<file path="src/rtl/core/acl_pkg.sv">
// ----------------------------------------------------------------------------
// acl_pkg
// Shared types, byte codes and keyword tables for the command line classifier.
// ----------------------------------------------------------------------------
`default_nettype none

package acl_pkg;

  // Number of keywords and the widest keyword slot (power of two for indexing)
  localparam int KW_COUNT      = 6;
  localparam int KW_SLOTS      = 16;
  localparam int KW_POS_W      = $clog2(KW_SLOTS);

  localparam int BUFFER_DEPTH_DEF = 256;

  localparam int          LEN_W   = 9;
  localparam int unsigned LEN_MAX = 511;

  localparam logic [7:0] BYTE_PLUS = 8'h2B;
  localparam logic [7:0] BYTE_CR   = 8'h0D;

  typedef enum logic [2:0] {
    CMD_NUMTEST   = 3'd0,
    CMD_STARTBURN = 3'd1,
    CMD_ENDBURN   = 3'd2,
    CMD_BURNHEX   = 3'd3,
    CMD_APP       = 3'd4,
    CMD_AT        = 3'd5,
    CMD_UNKNOWN   = 3'd6
  } cmd_code_t;

  typedef logic [KW_COUNT-1:0] kw_mask_t;

  // Keyword characters, padded with zero beyond each keyword's length
  localparam logic [7:0] KW_TEXT [KW_COUNT][KW_SLOTS] = '{
    '{"+", "1", "2", "3", "4", "5", "6", "7", "8", "9", "0", "1", "2", "3",
      8'h00, 8'h00},
    '{"+", "S", "T", "A", "R", "T", "B", "U", "R", "N", 8'h00, 8'h00, 8'h00,
      8'h00, 8'h00, 8'h00},
    '{"+", "E", "N", "D", "B", "U", "R", "N", 8'h00, 8'h00, 8'h00, 8'h00,
      8'h00, 8'h00, 8'h00, 8'h00},
    '{"+", "B", "U", "R", "N", "H", "E", "X", "=", 8'h00, 8'h00, 8'h00,
      8'h00, 8'h00, 8'h00, 8'h00},
    '{"+", "A", "P", "P", 8'h00, 8'h00, 8'h00, 8'h00, 8'h00, 8'h00, 8'h00,
      8'h00, 8'h00, 8'h00, 8'h00, 8'h00},
    '{"+", "A", "T", 8'h00, 8'h00, 8'h00, 8'h00, 8'h00, 8'h00, 8'h00, 8'h00,
      8'h00, 8'h00, 8'h00, 8'h00, 8'h00}
  };

  localparam logic [KW_POS_W:0] KW_LEN [KW_COUNT] = '{
    5'd14, 5'd10, 5'd8, 5'd9, 5'd4, 5'd3
  };

  // Prefix match status passed from the matcher to the line control
  typedef struct packed {
    kw_mask_t  alive_nxt;
    cmd_code_t code;
  } acl_match_t;

endpackage

`default_nettype wire

</file>
<file path="src/rtl/core/acl_if.sv">
// ----------------------------------------------------------------------------
// acl_if
// Valid/ready channels for received bytes and classification results.
// ----------------------------------------------------------------------------
`default_nettype none

interface acl_in_if;
  logic       valid;
  logic       ready;
  logic [7:0] rx_byte;

  modport source (output valid, output rx_byte, input ready);
  modport sink   (input valid, input rx_byte, output ready);
endinterface

interface acl_out_if;
  logic       valid;
  logic       ready;
  logic [2:0] command_code;
  logic       reply_ok;
  logic [8:0] line_length;

  modport source (output valid, output command_code, output reply_ok,
                  output line_length, input ready);
  modport sink   (input valid, input command_code, input reply_ok,
                  input line_length, output ready);
endinterface

`default_nettype wire

</file>
<file path="src/rtl/core/acl_matcher.sv">
// ----------------------------------------------------------------------------
// acl_matcher
// Per-keyword prefix comparison of one stored byte and priority classify.
// ----------------------------------------------------------------------------
`default_nettype none

module acl_matcher
  import acl_pkg::*;
#(
  parameter int CNT_W = 9
) (
  input  wire logic [CNT_W-1:0] pos,
  input  wire logic [7:0]       rx_byte,
  input  wire kw_mask_t         alive,
  output acl_match_t            status
);

  logic                pos_low;
  logic [KW_POS_W-1:0] slot;
  kw_mask_t            alive_nxt;
  cmd_code_t           code;

  assign slot    = pos[KW_POS_W-1:0];
  assign pos_low = ((pos >> KW_POS_W) == '0);

  // Drop a keyword whose character at this position differs
  always_comb begin
    alive_nxt = alive;
    for (int k = 0; k < KW_COUNT; k++) begin
      if (pos_low && ({1'b0, slot} < KW_LEN[k]) && (rx_byte != KW_TEXT[k][slot])) begin
        alive_nxt[k] = 1'b0;
      end
    end
  end

  // First surviving keyword in table order wins
  always_comb begin
    code = CMD_UNKNOWN;
    for (int k = KW_COUNT - 1; k >= 0; k--) begin
      if (alive[k]) begin
        code = cmd_code_t'(k[2:0]);
      end
    end
  end

  assign status = '{alive_nxt: alive_nxt, code: code};

endmodule

`default_nettype wire

</file>
<file path="src/rtl/core/at_command_line_classifier.sv">
// ----------------------------------------------------------------------------
// at_command_line_classifier
// Byte-serial classifier for plus-prefixed command lines.
//
//   channel  dir  payload                                    accepted when
//   in_ch    in   rx_byte[7:0]                               valid && ready
//   out_ch   out  command_code[2:0], reply_ok, line_length   valid && ready
//
// One byte is taken every cycle while in_ch.ready is high; a carriage return yields
// its result in the output register in the cycle after acceptance. The only path is the keyword
// compare and line state update between the byte and the result register.
// in_ch.ready drops only while a result is held and out_ch.ready is low.
// Synchronous active-low reset returns to idle with an unknown last result.
// ----------------------------------------------------------------------------
`default_nettype none

module at_command_line_classifier
  import acl_pkg::*;
#(
  parameter int BUFFER_DEPTH = BUFFER_DEPTH_DEF
) (
  input  wire logic  clk,
  input  wire logic  rst_n,
  acl_in_if.sink     in_ch,
  acl_out_if.source  out_ch
);

  localparam int CNT_W = $clog2(BUFFER_DEPTH + 1);

  logic              receiving_r;
  logic [CNT_W-1:0]  count_r;
  kw_mask_t          alive_r;
  cmd_code_t         last_code_r;
  logic [LEN_W-1:0]  last_len_r;

  logic              out_valid_r;
  cmd_code_t         out_code_r;
  logic [LEN_W-1:0]  out_len_r;

  logic              accept;
  logic              is_plus;
  logic              is_cr;
  logic              room;
  logic [LEN_W-1:0]  len_sat;
  acl_match_t        match;

  assign in_ch.ready = !out_valid_r || out_ch.ready;
  assign accept      = in_ch.valid && in_ch.ready;
  assign is_plus     = (in_ch.rx_byte == BYTE_PLUS);
  assign is_cr       = (in_ch.rx_byte == BYTE_CR);
  assign room        = (count_r < CNT_W'(BUFFER_DEPTH));

  // Saturate the stored count to the length field
  assign len_sat = (32'(count_r) > 32'(LEN_MAX)) ? LEN_W'(LEN_MAX) : LEN_W'(count_r);

  acl_matcher #(
    .CNT_W (CNT_W)
  ) u_matcher (
    .pos     (count_r),
    .rx_byte (in_ch.rx_byte),
    .alive   (alive_r),
    .status  (match)
  );

  // Line state: restart on plus, close on carriage return, count stored bytes
  always_ff @(posedge clk) begin
    if (!rst_n) begin
      receiving_r <= 1'b0;
      count_r     <= '0;
      alive_r     <= '0;
      last_code_r <= CMD_UNKNOWN;
      last_len_r  <= '0;
    end else if (accept) begin
      if (is_plus) begin
        receiving_r <= 1'b1;
        count_r     <= CNT_W'(1);
        alive_r     <= '1;
      end else if (is_cr) begin
        if (receiving_r) begin
          last_code_r <= match.code;
          last_len_r  <= len_sat;
          receiving_r <= 1'b0;
        end
      end else if (receiving_r && room) begin
        alive_r <= match.alive_nxt;
        count_r <= count_r + CNT_W'(1);
      end
    end
  end

  // Result register: load on carriage return, hold until taken
  always_ff @(posedge clk) begin
    if (!rst_n) begin
      out_valid_r <= 1'b0;
    end else if (accept && is_cr) begin
      out_valid_r <= 1'b1;
    end else if (out_ch.ready) begin
      out_valid_r <= 1'b0;
    end
  end

  always_ff @(posedge clk) begin
    if (accept && is_cr) begin
      out_code_r <= receiving_r ? match.code : last_code_r;
      out_len_r  <= receiving_r ? len_sat : last_len_r;
    end
  end

  assign out_ch.valid        = out_valid_r;
  assign out_ch.command_code = out_code_r;
  assign out_ch.reply_ok     = (out_code_r != CMD_UNKNOWN);
  assign out_ch.line_length  = out_len_r;

endmodule

`default_nettype wire

</file>
<file path="src/flat_wrapper.sv">
// flat-port wrapper written by rule: the top's interface ports become plain ports
module at_command_line_classifier_flat import acl_pkg::*;
#(
  parameter int BUFFER_DEPTH = BUFFER_DEPTH_DEF
)
  (clk, rst_n, in_ch_valid, in_ch_rx_byte, in_ch_ready, out_ch_valid, out_ch_command_code, out_ch_reply_ok, out_ch_line_length, out_ch_ready);
  acl_in_if in_ch_i ();
  acl_out_if out_ch_i ();
  input  wire logic clk;
  input  wire logic rst_n;
  input wire logic [$bits(in_ch_i.valid)-1:0] in_ch_valid;
  input wire logic [$bits(in_ch_i.rx_byte)-1:0] in_ch_rx_byte;
  output wire logic [$bits(in_ch_i.ready)-1:0] in_ch_ready;
  output wire logic [$bits(out_ch_i.valid)-1:0] out_ch_valid;
  output wire logic [$bits(out_ch_i.command_code)-1:0] out_ch_command_code;
  output wire logic [$bits(out_ch_i.reply_ok)-1:0] out_ch_reply_ok;
  output wire logic [$bits(out_ch_i.line_length)-1:0] out_ch_line_length;
  input wire logic [$bits(out_ch_i.ready)-1:0] out_ch_ready;
  assign in_ch_i.valid = in_ch_valid;
  assign in_ch_i.rx_byte = in_ch_rx_byte;
  assign in_ch_ready = in_ch_i.ready;
  assign out_ch_valid = out_ch_i.valid;
  assign out_ch_command_code = out_ch_i.command_code;
  assign out_ch_reply_ok = out_ch_i.reply_ok;
  assign out_ch_line_length = out_ch_i.line_length;
  assign out_ch_i.ready = out_ch_ready;
  at_command_line_classifier #(.BUFFER_DEPTH(BUFFER_DEPTH)) u_core (.clk(clk), .rst_n(rst_n), .in_ch(in_ch_i), .out_ch(out_ch_i));
endmodule
</file>
<file path="config.mk">
export PLATFORM = sky130hd
export DESIGN_NAME = at_command_line_classifier_flat
export DESIGN_NICKNAME = d
export VERILOG_FILES = /design/src/rtl/core/acl_pkg.sv /design/src/rtl/core/acl_if.sv /design/src/rtl/core/acl_matcher.sv /design/src/rtl/core/at_command_line_classifier.sv /design/src/flat_wrapper.sv
export SDC_FILE = /design/constraint.sdc
export NUM_CORES = 1
export LEC_CHECK = 0
export ABC_AREA = 1
export BUFFER_PORTS_ARGS = -buffer_cell sky130_fd_sc_hd__buf_2
export CAP_MARGIN = 5
export CORE_MARGIN = 2
export CORE_UTILIZATION = 54
export CTS_CLUSTER_SIZE = 16
export DETAILED_ROUTE_END_ITERATION = 6
export PLACE_DENSITY = 0.76
export SLEW_MARGIN = 10
export SYNTH_ARGS = -nofsm -noshare
export SYNTH_HDL_FRONTEND = slang
export SYNTH_HIERARCHICAL = 1
export SYNTH_SLANG_ARGS = --single-unit
</file>
<file path="constraint.sdc">
create_clock -name clk -period 1.9 [get_ports clk]
set_input_delay 0.38 -clock clk [delete_from_list [all_inputs] [get_ports clk]]
set_output_delay 0.38 -clock clk [all_outputs]
set_load 0.005 [all_outputs]
</file>
* Word-level counts from Yosys, hierarchy flattened
Memories as Yosys holds them, arrays and structs flattened. Index checks and enable logic that the tools add are counted.
Word-level totals: logic and storage cells 112, memories 6, register bits 41, bits in read-only memories 768, output and inout port bits 15, bits of input ports 12
Memories:
- (name not given) | depth 16, bits a word 8, read ports 1, clocked after Yosys merged registers in 0, write ports 0, line acl_matcher.sv:30 | if (pos_low && ({1'b0, slot} < KW_LEN[k]) && (rx_byte != KW_TEXT[k][slot])) begin
- (name not given) | depth 16, bits a word 8, read ports 1, clocked after Yosys merged registers in 0, write ports 0, line acl_matcher.sv:30
- (name not given) | depth 16, bits a word 8, read ports 1, clocked after Yosys merged registers in 0, write ports 0, line acl_matcher.sv:30
- (name not given) | depth 16, bits a word 8, read ports 1, clocked after Yosys merged registers in 0, write ports 0, line acl_matcher.sv:30
- (name not given) | depth 16, bits a word 8, read ports 1, clocked after Yosys merged registers in 0, write ports 0, line acl_matcher.sv:30
- (name not given) | depth 16, bits a word 8, read ports 1, clocked after Yosys merged registers in 0, write ports 0, line acl_matcher.sv:30
Operators by class: eq/ne operators 10, multiplexer cells 36, reductions and logical operators 36, add/subtract/negate cells 1, $lt $le $gt $ge 8, bitwise operators 2
Operator list (number):
- 2-to-1 mux 8 bit | 12
- != test 8 bit | 6
- 2-to-1 mux 9 bit | 4
- AND reduction 4 bit | 6
- 2-to-1 mux 3 bit | 6
- 2-to-1 mux 6 bit | 3
- nonzero test 2 bit | 9
- less-than comparator 4 bit, second input constant | 4
- logical AND 1 bit | 15
- 2-to-1 mux 1 bit | 10
- adder 9 x 1 -> 9 bit, second input constant | 1
- logical NOT 9 bit | 1
- less-than comparator 9 bit, second input constant | 1
- == test 8 x 4 -> 1 bit, second input constant | 1
- == test 8 x 6 -> 1 bit, second input constant | 1
- AND reduction 3 bit | 2
- greater-or-equal comparator 5 bit, second input constant | 1
- NOT 4 -> 5 bit | 1
- less-than comparator 4 x 2 -> 1 bit, second input constant | 1
- less-than comparator 4 x 3 -> 1 bit, second input constant | 1
- != test 3 bit, second input constant | 1
- 2-to-1 mux 2 bit | 1
- != test 2 x 1 -> 1 bit, second input constant | 1
- AND reduction 2 bit | 1
- other kinds (3) | 3

* Depth between registers and ports, before layout
depth in word-level cells 10, mapped depth 13, mapped depth without buffers 13

* Cells and area by module
The synthesis kept the hierarchy.
Modules (own cells, without submodules):
- at_command_line_classifier | cells an instance 236, sequential area each 940.9 µm², instances 1, area an instance 1888.1 µm²
- acl_matcher | cells an instance 225, sequential area each 0.0 µm², instances 1, area an instance 1077.3 µm²

* Least setup slack after synthesis
OpenSTA, ideal clock, no wires.
path type register to register, start point reg u_core.count_r[1], end point reg u_core.alive_r[3], path buffers 0, period minus slack after synthesis 1.835 ns, data required time 1.784 ns, stages on the path, launching flop included 12, library setup time 0.116 ns, path slack 0.065 ns, arrival time 1.719 ns, cell sequence dfxtp_1 -> inv_1 -> ha_1 -> nand2_2 -> nand2_2 -> nand3_1 -> and2_1 -> nor2_1 -> nand3_1 -> a21oi_1 -> o21ai_0 -> nor2_1
On the way: cells in the longest elaborated chain, start to end 8, elaborated cells on any way between the ends 13, classes of those cells order compare: 2; eq/ne: 1; mux: 2; bitwise: 1; reduce/logical: 6; memory: 1
Ends and longest elaborated chain:
- start, declared | line at_command_line_classifier.sv:31 | logic [CNT_W-1:0] count_r;
- start signal, assigned | line at_command_line_classifier.sv:86 | count_r <= count_r + CNT_W'(1);
- NOT 4 -> 5 bit (implied by the code) | line acl_matcher.sv:30
- memory read (16 x 8 bit)
- 2-to-1 mux 8 bit (implied by the code) (2 in a row) | line acl_matcher.sv:30
- != test 8 bit | line acl_matcher.sv:30
- logical AND 1 bit | line acl_matcher.sv:30
- nonzero test 2 bit (no source line)
- AND reduction 4 bit (no source line) *
- end signal, assigned | line at_command_line_classifier.sv:85 | alive_r <= match.alive_nxt;
- end, declared | line at_command_line_classifier.sv:32 | kw_mask_t alive_r;
Mark *: on every way between the ends. The rest lies on a longest branch, timed or not. The select of a mux whose other input is x is not followed. A chain may end at the register's enable or synchronous reset.

* Final worst setup path
start point reg u_core.count_r[1], end point reg u_core.alive_r[2]
Same word-level chain as after synthesis.

==> results.tsv <==
stage	metric	value	unit
timing	setup_viol	0	
routing	vias_per_cell	5.487	
status	status	complete, no violations	
routing	detail_route.wl_per_cell	13.97	um
place	placed_area	3243	um2
routing	ant_nets	0	
setup_path	slowest_delay	0.33	ns
routing	via_count	3155	
timing	clock.fmax	0.5619	GHz
grt	first_global_vias	2773	
setup_path	r2r_setup_slack	0.12	ns
routing	routed_wl	8034	um
grt	grt_usage	27.36	%
layout	final_area	3443	um2
clock_tree	cts_root_buffer	clkbuf_8	
place	hpwl	5935	um
timing	slew_headroom	73.35	%
layout	antenna_cells	0	
grt	grt_max_degree	25	
synthesis	synth_top_family_by_area	simple AND/OR/NAND/NOR gates	
layout	layout_common_cells	nand2_1 (123), inv_1 (56), nand3_1 (53)	
timing	final.setup.worst_slack	0.1203	ns
routing	first_pass_iters	5	
synthesis	synth.area.mux_share	0	%
grt	antenna_found_initial	0	
die	die_y	78.11	um
die	rows	26	
setup_path	setup.worst_path.end	u_core/alive_r[2]$_SDFFE_PN0P_	
power_and_ir_drop	combPwrFrac	8.6	%
place	pre_cts_ws	0.07151	ns
power_and_ir_drop	p_per_area	477.6	nW/um2
setup_path	cpMaxStageDelayCell	dfxtp_2	
timing	tns	0	ns
setup_path	crit_start	u_core/count_r[1]$_SDFFE_PN0P_	
setup_path	critPathMaxFanout	8	
setup_path	path_common_cell	nand2_1	
clock_tree	cts_buffers	5	
setup_path	arrival	2.01	ns
layout	layout_commonest_cell	nand2_1	
timing	period_needed	1.780	ns
setup_path	cp_cell_sequence	inv_1, buf_6, ha_2, inv_1, nand2_1, nand2_1, nand2_1, nand2_1, nor2_1, nand3_1, a21oi_1, o21ai_0, nor2_1	
synthesis	postSynthCellCount	461	
synthesis	ys_seq_area_share	31.73	%
synthesis	syn_area	2965	um2
timing	worstMarginPinSlew	0.3998	ns
grt	grt.overflow.total	0	
setup_path	crit_type	register to register	
die	die-area	6100	um2
synthesis	synth_adder_area_share	3.376	%
synthesis	yosysTopAreaCell	dfxtp_1	
synthesis	synth_cell_types	36	
die	initial_core_util	56.97	%
die	core	5205	um2
clock_tree	cts_hold_buf	0	
clock_tree	clk_pin_slew	0.08	ns
flow_run	maxCapViolCount	0	
power_and_ir_drop	static-leakage-power	0.001648	uW
power_and_ir_drop	swShare	24.91	%
clock_tree	clock-sinks	41	
layout	final_layout_size_suffix_gt1_share	18.42	%
synthesis	synthTopCellsByArea	dfxtp_1 (20%), nand2_1 (16%), edfxtp_1 (12%), nand3_1 (8.9%), inv_1 (7.2%)	
setup_path	reg2reg_to	u_core/alive_r[2]$_SDFFE_PN0P_	
setup_path	end_kind	register	
grt	grt_pass1_wl	13250	um
synthesis	yosys.area_share.simple	40.00	%
synthesis	synth-xor-area-share	2.363	%
clock_tree	htree_levels	2	
routing	drt_iter0_drc	298	
layout	nNetsFinal	524	
timing	finalClockSkew	0.002403	ns
timing	finalMaxSlewViolations	0	
worst_hold_path	hold_path.class	input port to register	
place	place_congestion	1.036	
synthesis	yosys_warnings	6	
clock_tree	clockBufferDepth	2	
synthesis	synth_top_area_share	19.58	%
power_and_ir_drop	ir_drop	0.0005845	V
setup_path	startpoint_type	register	
synthesis	synth-compound-area-share	12.41	%
die	boundaryPins	27	
setup_path	worst_r2r_path_depth	13	
setup_path	r2r-start	u_core/count_r[1]$_SDFFE_PN0P_	
power_and_ir_drop	pwr-share-clk	37.0	%
synthesis	synth_seq_cells	41	
power_and_ir_drop	p_switching	409.6	uW
routing	drc	0	
place	io_buffers	26	
timing	hold_slack	0.3742	ns
layout	area_growth	16.12	%
clock_tree	cts_tree	done	
synthesis	synth_nets	481	
power_and_ir_drop	p_int	1235	uW
power_and_ir_drop	power_frac_seq	54.5	%
setup_path	worstPathRequired	2.13	ns
layout	utilization	66.15	%
clock_tree	clkLatencyLatePin	0.29	ns
synthesis	syn_avg_cell_area	6.432	um2
timing	hold_viol	0	
die	die-width	78.11	um
timing	finalCritPeriodShare	93.67	%
synth_stat cells, drive strengths merged:
master,instances
nor2,50
nand2,139
buf,10
inv,61
o211ai,2
clkinv,1
ha,8
o21ai,34
clkbuf,1
nand4,11
xor2,7
a31oi,1
nand3b,1
dfxtp,29
o21a,1
a21boi,1
xnor2,1
a21oi,30
a211oi,1
nor3,2
edfxtp,12
and2,2
nor4,1
nand3,55
critical path, delay by kind of cell, from the launching register on:
family | cells | cell delay [ns]
and+or+nand+nor | 7 | 0.65
DFF | 1 | 0.33
buffers and inverters | 3 | 0.32
AOI/OAI and AO/OA | 2 | 0.24
adders and majority gates | 1 | 0.19
flip-flops by register name (all words and copies together) (netlist names):
name,cells
u_core/count_r,9
u_core/last_len_r,9
u_core/out_ch.line_length,9
u_core/alive_r,6
u_core/last_code_r,3
u_core/out_ch.command_code,3
u_core/out_ch.valid,1
u_core/receiving_r,1
stage by stage:
stage | cells | power [uW]
after floorplan | 461 | 1004
after global placement | 563 | 1054
after detailed placement | 563 | 1052
after CTS | 571 | 1647
after global routing | 575 | 1700
final | 575 | 1644
area by class of cell:
cell class | count | area (um2)
clock buffer | 6 | 82.58
clock inverter | 2 | 13.76
fill | 462 | 1762
inverter | 62 | 232.7
multi-input combinational | 347 | 1780
sequential | 41 | 943.4
tap | 70 | 87.58
timing repair buffer | 47 | 302.8
power by group through the flow:
stage | combinational, uW | sequential (uW) | clock [uW]
2_1_floorplan | 87.2 | 916 | 0
3_3_place_gp | 137 | 917 | 0
3_5_place_dp | 136 | 917 | 0
4_1_cts | 137 | 896 | 615
5_1_grt | 158 | 896 | 646
6_report | 141 | 896 | 608
worst min-delay path by stage:
stage	from	to	slack, ns	cells after the start
6_report	out_ch_ready	u_core/out_ch.valid$_SDFFE_PN0P_	0.37	4
5_1_grt	out_ch_ready	u_core/out_ch.valid$_SDFFE_PN0P_	0.40	4
4_1_cts	out_ch_ready	u_core/out_ch.valid$_SDFFE_PN0P_	0.37	4
3_5_place_dp	u_core/last_len_r[0]$_SDFFE_PN0P_	u_core/last_len_r[0]$_SDFFE_PN0P_	0.43	2
3_3_place_gp	u_core/last_len_r[3]$_SDFFE_PN0P_	u_core/last_len_r[3]$_SDFFE_PN0P_	0.43	2
2_1_floorplan	u_core/last_len_r[0]$_SDFFE_PN0P_	u_core/last_len_r[0]$_SDFFE_PN0P_	0.42	2
what timing repair did:
item	CTS	global route
hold endpoints to repair	0	0
buffers inserted	0	4
gates resized for setup	0	25
setup endpoints to repair	0	5
metal layers:
layer	up-vias	track usage, %	routed length (um)	share of wire (%)
met3	9	4.368	587	7.3
li1	1582	-	-	-
met5	-	0	0	0
met4	0	5.965	71	0.88
met1	1450	41.81	3965	49
met2	114	40.60	3409	42
cell families after synthesis:
family	count (synthesis)
AND/OR/NAND/NOR	261
buffers and inverters	73
AO/OA/AOI/OAI	70
flip-flops	41
XOR/XNOR	8
adder cells (fa/ha/maj)	8
No activity file was read; power rests on OpenSTA's default activity.
